<file path="src/design/tsdht_pkg.sv">
// ----------------------------------------------------------------------------
// tsdht_pkg
// Shared types and constants of the two-slot detection hold tracker: the
// detection record, the per-slot result record, slot status codes and the
// stream and configuration port geometry.
// ----------------------------------------------------------------------------
package tsdht_pkg;

	// Number of tracked slots, left to right
	localparam int SLOT_COUNT = 2;

	// Stream payload widths, padded to whole bytes, and the result record width
	localparam int IN_TDATA_W  = 136;
	localparam int OUT_TDATA_W = 136;
	localparam int RES_W       = 133;

	// Configuration register indexes
	localparam logic [0:0] CFG_HOLD_RELOAD = 1'b0;
	localparam logic [0:0] CFG_EMPTY_CLASS = 1'b1;

	// Configuration reset values
	localparam logic [7:0] HOLD_RELOAD_RST = 8'd5;
	localparam logic [7:0] EMPTY_CLASS_RST = 8'd0;

	// Input item kinds carried in tuser
	localparam logic CMD_DETECTION = 1'b0;
	localparam logic CMD_FRAME_END = 1'b1;

	// Slot status codes
	typedef enum logic [1:0] {
		ST_UNDETECTED = 2'd0,
		ST_EMPTY      = 2'd1,
		ST_NOT_EMPTY  = 2'd2
	} status_t;

	// One detection, Q12.4 geometry and Q0.16 score
	typedef struct packed {
		logic [7:0]  class_code;
		logic [15:0] score;
		logic [15:0] h;
		logic [15:0] w;
		logic [15:0] y;
		logic [15:0] x;
	} det_t;

	// One slot result; the last field sits in the lowest bits
	typedef struct packed {
		logic signed [48:0] stamp;
		logic [15:0]        h;
		logic [15:0]        w;
		logic signed [16:0] top;
		logic signed [16:0] left;
		logic [15:0]        score;
		status_t            status;
	} res_t;

endpackage

</file>
<file path="src/design/two_slot_detection_hold_tracker.sv">
// ----------------------------------------------------------------------------
// two_slot_detection_hold_tracker
// Gathers the detections of a frame, keeps the two with the smallest centre x
// and updates two held slots at every frame end.
// ----------------------------------------------------------------------------
// A detection item is taken every cycle unless a waiting frame end holds the
// input register, and never produces a result. A frame-end item produces two
// results, left slot then right slot, the second marked with tlast; they leave
// through a two-entry result buffer on one output port, so a frame end waits
// until the last result of the previous pair is being taken. An accepted frame
// end passes through the input register, then the result buffer, before its
// first result. Configuration takes effect on the next item.
// ----------------------------------------------------------------------------
module two_slot_detection_hold_tracker (
	input  logic                                 clk,
	input  logic                                 arst_n,
	// input stream
	input  logic                                 s_axis_tvalid,
	output logic                                 s_axis_tready,
	// center_x, center_y, box_width, box_height, score, class_code, time_ms
	input  logic [tsdht_pkg::IN_TDATA_W-1:0]     s_axis_tdata,
	// cmd
	input  logic [0:0]                           s_axis_tuser,
	// result stream
	output logic                                 m_axis_tvalid,
	input  logic                                 m_axis_tready,
	// slot_status, slot_score, box_left, box_top, out_width, out_height,
	// empty_since, zero padding
	output logic [tsdht_pkg::OUT_TDATA_W-1:0]    m_axis_tdata,
	// slot_index
	output logic [0:0]                           m_axis_tuser,
	// last_of_frame
	output logic                                 m_axis_tlast,
	// configuration
	input  logic                                 cfg_we,
	input  logic [0:0]                           cfg_index,
	input  logic [7:0]                           cfg_data
);

	localparam int NS = tsdht_pkg::SLOT_COUNT;

	logic [7:0]        hold_reload_q;
	logic [7:0]        empty_class_q;

	logic              valid_s1;
	logic              cmd_s1;
	tsdht_pkg::det_t   det_s1;
	logic [47:0]       time_s1;

	tsdht_pkg::det_t   cand_q [NS];
	logic [1:0]        cand_cnt_q;

	tsdht_pkg::res_t   res     [NS];
	tsdht_pkg::res_t   out_q   [NS];
	logic [1:0]        out_cnt_q;
	logic              out_sel;

	logic              s_fire;
	logic              m_fire;
	logic              room;
	logic              consume;
	logic              frame_end;
	logic              take_det;

	// Handshakes
	assign m_fire    = m_axis_tvalid && m_axis_tready;
	assign s_fire    = s_axis_tvalid && s_axis_tready;
	assign room      = (out_cnt_q == 2'd0) || ((out_cnt_q == 2'd1) && m_axis_tready);
	assign consume   = valid_s1 && ((cmd_s1 == tsdht_pkg::CMD_DETECTION) || room);
	assign frame_end = valid_s1 && (cmd_s1 == tsdht_pkg::CMD_FRAME_END) && room;
	assign take_det  = valid_s1 && (cmd_s1 == tsdht_pkg::CMD_DETECTION);
	assign s_axis_tready = !valid_s1 || consume;

	// Configuration registers
	always_ff @(posedge clk or negedge arst_n) begin
		if (!arst_n) begin
			hold_reload_q <= tsdht_pkg::HOLD_RELOAD_RST;
			empty_class_q <= tsdht_pkg::EMPTY_CLASS_RST;
		end else if (cfg_we) begin
			case (cfg_index)
				tsdht_pkg::CFG_HOLD_RELOAD: hold_reload_q <= cfg_data;
				tsdht_pkg::CFG_EMPTY_CLASS: empty_class_q <= cfg_data;
				default: ;
			endcase
		end
	end

	// Input register: valid bit
	always_ff @(posedge clk or negedge arst_n) begin
		if (!arst_n) begin
			valid_s1 <= 1'b0;
		end else if (s_fire) begin
			valid_s1 <= 1'b1;
		end else if (consume) begin
			valid_s1 <= 1'b0;
		end
	end

	// Input register: payload
	always_ff @(posedge clk) begin
		if (s_fire) begin
			cmd_s1             <= s_axis_tuser[0];
			det_s1.x           <= s_axis_tdata[15:0];
			det_s1.y           <= s_axis_tdata[31:16];
			det_s1.w           <= s_axis_tdata[47:32];
			det_s1.h           <= s_axis_tdata[63:48];
			det_s1.score       <= s_axis_tdata[79:64];
			det_s1.class_code  <= s_axis_tdata[87:80];
			time_s1            <= s_axis_tdata[135:88];
		end
	end

	// Keep the two smallest centre x; ties go to the earlier detection
	always_ff @(posedge clk or negedge arst_n) begin
		if (!arst_n) begin
			cand_cnt_q <= 2'd0;
			cand_q[0]  <= '0;
			cand_q[1]  <= '0;
		end else if (frame_end) begin
			cand_cnt_q <= 2'd0;
		end else if (take_det) begin
			if (cand_cnt_q == 2'd0) begin
				cand_q[0]  <= det_s1;
				cand_cnt_q <= 2'd1;
			end else begin
				if (det_s1.x < cand_q[0].x) begin
					cand_q[1] <= cand_q[0];
					cand_q[0] <= det_s1;
				end else if ((cand_cnt_q == 2'd1) || (det_s1.x < cand_q[1].x)) begin
					cand_q[1] <= det_s1;
				end
				cand_cnt_q <= 2'd2;
			end
		end
	end

	// Tracked slots, left to right
	for (genvar g = 0; g < NS; g++) begin : g_slot
		tsdht_slot u_slot (
			.clk         (clk),
			.arst_n      (arst_n),
			.update      (frame_end),
			.has_det     (cand_cnt_q > 2'(g)),
			.det         (cand_q[g]),
			.hold_reload (hold_reload_q),
			.empty_class (empty_class_q),
			.now         (time_s1),
			.nxt         (res[g])
		);
	end

	// Result buffer: count of undelivered results
	always_ff @(posedge clk or negedge arst_n) begin
		if (!arst_n) begin
			out_cnt_q <= 2'd0;
		end else if (frame_end) begin
			out_cnt_q <= 2'd2;
		end else if (m_fire) begin
			out_cnt_q <= out_cnt_q - 2'd1;
		end
	end

	// Result buffer: payload, loaded as a pair
	always_ff @(posedge clk) begin
		if (frame_end) begin
			out_q[0] <= res[0];
			out_q[1] <= res[1];
		end
	end

	// Present the left slot first, then the right slot
	assign out_sel       = (out_cnt_q == 2'd1);
	assign m_axis_tvalid = (out_cnt_q != 2'd0);
	assign m_axis_tdata  = {{(tsdht_pkg::OUT_TDATA_W - tsdht_pkg::RES_W){1'b0}},
		out_q[out_sel]};
	assign m_axis_tuser  = out_sel;
	assign m_axis_tlast  = out_sel;

endmodule

</file>
<file path="src/design/tsdht_slot.sv">
// ----------------------------------------------------------------------------
// tsdht_slot
// State of one tracked slot. On a frame end the slot either takes its
// detection or counts its hold down, going undetected once the hold is spent.
// The next state is also shown at nxt so the result can be captured at once.
// ----------------------------------------------------------------------------
module tsdht_slot (
	input  logic                clk,
	input  logic                arst_n,
	input  logic                update,      // frame end processed this cycle
	input  logic                has_det,     // a detection belongs to this slot
	input  tsdht_pkg::det_t     det,
	input  logic [7:0]          hold_reload,
	input  logic [7:0]          empty_class,
	input  logic [47:0]         now,
	output tsdht_pkg::res_t     nxt
);

	tsdht_pkg::res_t cur_q;
	logic [7:0]      hold_q;
	logic [7:0]      hold_n;

	// Work out the slot state after this frame
	always_comb begin
		nxt    = cur_q;
		hold_n = hold_q;
		if (has_det) begin
			hold_n    = hold_reload;
			nxt.score = det.score;
			nxt.left  = $signed({1'b0, det.x} - {2'b00, det.w[15:1]});
			nxt.top   = $signed({1'b0, det.y} - {2'b00, det.h[15:1]});
			nxt.w     = det.w;
			nxt.h     = det.h;
			if (det.class_code == empty_class) begin
				// stamp only on entry to empty
				if (cur_q.status != tsdht_pkg::ST_EMPTY) begin
					nxt.stamp  = $signed({1'b0, now});
					nxt.status = tsdht_pkg::ST_EMPTY;
				end
			end else begin
				nxt.status = tsdht_pkg::ST_NOT_EMPTY;
				nxt.stamp  = '1;
			end
		end else if (hold_q != 8'd0) begin
			hold_n = hold_q - 8'd1;
		end else begin
			// hold spent: drop to undetected, keep the box
			nxt.status = tsdht_pkg::ST_UNDETECTED;
			nxt.stamp  = '1;
			nxt.score  = 16'd0;
		end
	end

	// Commit on frame end
	always_ff @(posedge clk or negedge arst_n) begin
		if (!arst_n) begin
			cur_q  <= '0;
			hold_q <= 8'd0;
		end else if (update) begin
			cur_q  <= nxt;
			hold_q <= hold_n;
		end
	end

endmodule

</file>
<file path="config.mk">
export PLATFORM = sky130hd
export DESIGN_NAME = two_slot_detection_hold_tracker
export DESIGN_NICKNAME = d
export VERILOG_FILES = /design/src/design/tsdht_pkg.sv /design/src/design/two_slot_detection_hold_tracker.sv /design/src/design/tsdht_slot.sv
export SDC_FILE = /design/constraint.sdc
export NUM_CORES = 1
export LEC_CHECK = 0
export BUFFER_PORTS_ARGS = -buffer_cell sky130_fd_sc_hd__buf_2
export CORE_MARGIN = 2
export CORE_UTILIZATION = 55
export DETAILED_ROUTE_END_ITERATION = 8
export HOLD_SLACK_MARGIN = 0.08
export PLACE_DENSITY = 0.72
export SETUP_SLACK_MARGIN = 0.3
export SKIP_CTS_REPAIR_TIMING = 1
export SLEW_MARGIN = 20
export SYNTH_ARGS = -nofsm -noshare
export SYNTH_HDL_FRONTEND = slang
export SYNTH_SLANG_ARGS = --single-unit
</file>
<file path="constraint.sdc">
create_clock -name clk -period 22.6 [get_ports clk]
set_input_delay 4.52 -clock clk [delete_from_list [all_inputs] [get_ports clk]]
set_output_delay 4.52 -clock clk [all_outputs]
set_load 0.02 [all_outputs]
</file>
==> results.md <==
- Status: completed
- Final min period: between 9 and 10 ns
- Crit path kind: primary input to primary output
- Final Hold Vio Count: 0
- Top cells by area, synth: edfxtp_1, dfrtp_1, mux2_2, nand2_1, o22a_1
- Clock latency on the worst-skew pair: 0.66 ns
- Total grt overflow: 0
- Sequential area share after synthesis: 0.612
- Num CTS Buffers: approximately 90
- WL final: 91900 um
- Req. time, crit path: approximately 18 ns
- Die area: 73700 um2
- Slew @ Worst Pin: approximately 1.1 ns
- Port bufs: around 290
- Final GP Congestion: 0.890
- DP HPWL: 56900 um
- Starting Density: 0.553
- Post-Layout Inst Area: between 40000 and 50000 um2
- Synth Register Bits: around 880
- Synth cell count leaders: nand2_1, dfrtp_1, edfxtp_1
- HP Start: g_slot[1].u_slot.cur_q[67]
- Iter 0 DRT Violations: 2060
- CP Max Fanout: 4
- Synth-to-layout area growth: 13.6%
- Worst setup path startpoint: m_axis_tready
- Pwr Density: 161 nW/um2
- Final Skew: between 0.02 and 0.03 ns
- Cell count after synthesis: approximately 3400
- CP startpoint kind: primary input
- Pre-Repair DR Iteration Count: 5
- Layout cells sized above 1: 0.208
- First-pass GRT wire length: 144000 um
- Max frequency: between 0.1 and 0.15 GHz
- Post-route clock period utilization: 0.439
- Top-Level Pins: 291
- Synth top area share: 0.308
- RR Startpoint: out_cnt_q[1]
- Layout Nets: slightly below 4000
- Setup TNS Final: 0 ns
- Syn Area/Cell: approximately 12 um2
- Number of library cell types mapped by synthesis: 68
- Worst setup EP type: primary output
- Max Cap Viol: 0
- Leakage power: 18.1 nW
- DRC: 0
- Async SR Flop Fraction: 0.543
- Hold crit path type: flop to flop
- Htree depth: 3
- CP Cell Sequence: buf_2 > a21oi_1 > nand2_1 > buf_2
- Avg WL per Cell: approximately 20 um
- Predominant post-synthesis flop cell: dfrtp_1
- Site row count: approximately 100
- Synth warn: 0
- CTS Sinks: 882
- CTS max path bufs: 3
- Count leader, synth: nand2_1
- Chip width: approximately 270 um
- Cell area after placement: 41600 um2
- Via count: 26400
- Max stage delay cell, worst path: a21oi_1
- Die height: ~270 um
- # fillers: 5522
- CTS tree: yes
- Worst slew margin relative to its limit: 0.258
- Via/cell ratio: 5.67
- Crit path largest cell delay: 0.28 ns
- Vias in the first global route: 25800
- RSZ-0062 raised after global routing: no
- DRT antenna net count: 0
- CP most frequent cell: buf_2
- WP data arrival: between 5 and 6 ns
- Final setup fails: 0
- Global Route Usage Sum: 0.249
- Largest net degree at the start of global routing: ~180
- Synthesized cell area: around 39000 um2
- Core Area: about 71000 um2
- Max VDD drop: approximately 0.0001 V
- Reg clk slew, reported paths: roughly 0.06 ns
- Biggest area consumer among synthesized cells: edfxtp_1
- Initial antenna violation count: 4
- Post-synth EDFFs: about 400
- Clk root buf: clkbuf_16
- Final slew viol count: 0
-- layout make-up --
cell class | count | area [um2] | share of cell area
antenna | 4 | 10.0 | 0.000224
clock buffer | 130 | 2530 | 0.0567
clock inverter | 42 | 507 | 0.0113
inverter | 123 | 469 | 0.0105
multi-input combinational | 2193 | 14100 | 0.316
sequential | 882 | 24100 | 0.539
tap | 950 | 1190 | 0.0266
timing repair buffer | 323 | 1740 | 0.0390
-- registers in the layout, summed over array words and instances (netlist names) --
name	flops
cand_q	176
empty_class_q	8
g_slot.u_slot.hold_q	16
out_q	266
cmd_s1	1
hold_reload_q	8
valid_s1	1
g_slot.u_slot.cur_q	266
cand_cnt_q	2
det_s1	88
out_cnt_q	2
time_s1	48
-- power by group --
| part | total [mW] | switching, mW | internal (mW) |
|---|---|---|---|
| Clock | 1.52 | 0.633 | 0.890 |
| Combinational | 3.05 | 1.84 | 1.20 |
| Sequential | 2.63 | 0.292 | 2.34 |
-- kinds of logic after synthesis --
logic type / synth area share
simple gates: 0.104
flops: 0.612
compound gates: 0.114
mux: 0.0933
buf+inv: 0.0312
fa+ha+maj: 0.0319
xor+xnor: 0.0127
other cells: 0.0000953
-- worst max-delay path: cells and delay by family --
| family | cells | cell delay (ns) |
|---|---|---|
| buf+inv | 2 | 0.35 |
| simple gates | 1 | 0.25 |
| compound gates | 1 | 0.28 |
-- per-layer routing --
| metal | global-route usage | share of wire | vias up |
|---|---|---|---|
| met5 | 0 | 0 | - |
| met4 | 0.0829 | 0.027 | 0 |
| met3 | 0.0321 | 0.053 | 151 |
| met2 | 0.405 | 0.48 | 745 |
| met1 | 0.351 | 0.44 | 13000 |
| li1 | - | - | 12500 |
-- path summary, 6_finish.rpt --
check | to | slack, ns | cells after the start
max | s_axis_tready | 12.67 | 4
min | g_slot[1].u_slot.cur_q[67] | 0.47 | 2
max reg2reg | g_slot[1].u_slot.cur_q[95] | 17.51 | 10
min reg2reg | g_slot[1].u_slot.cur_q[67] | 0.47 | 2
max in group asynchronous | g_slot[0].u_slot.cur_q[26] | 16.47 | 3
min in group asynchronous | g_slot[1].u_slot.cur_q[109] | 3.86 | 1
-- stage by stage --
step           total power, mW  setup WS [ns]   util  hold WS [ns]  std cells
2_1_floorplan             4.86           9.24      -         0.442       3382
3_3_place_gp              5.61          12.70  0.585         0.452       4471
3_5_place_dp              5.69          12.68  0.585         0.459       4471
4_1_cts                   7.24          12.68  0.628         0.473       4643
5_1_grt                   7.67          12.60  0.628         0.485       4646
6_report                  7.20          12.67  0.628         0.471       4647
-- placed cells by master, fill, tap and decap left out, types with 10 or more instances in the layout --
cell type,n
edfxtp_1,403
ha_1,93
nand2b_1,13
xor2_1,18
a22oi_1,10
o21a_1,21
buf_2,286
o31ai_1,10
clkinv_1,10
a22o_1,23
or3_1,13
clkbuf_8,11
o21ai_0,186
o22a_1,138
nor3_1,26
mux2i_1,46
nor2_1,208
inv_1,121
clkbuf_1,28
nand2_1,624
clkbuf_16,91
a21o_1,23
dfrtp_1,476
clkinv_2,13
buf_4,34
a21oi_1,224
nand3_1,57
mux2_2,285
a31oi_1,14
nor2b_1,14
xnor2_1,39
Note: power is estimated with default switching activity, not from simulation.
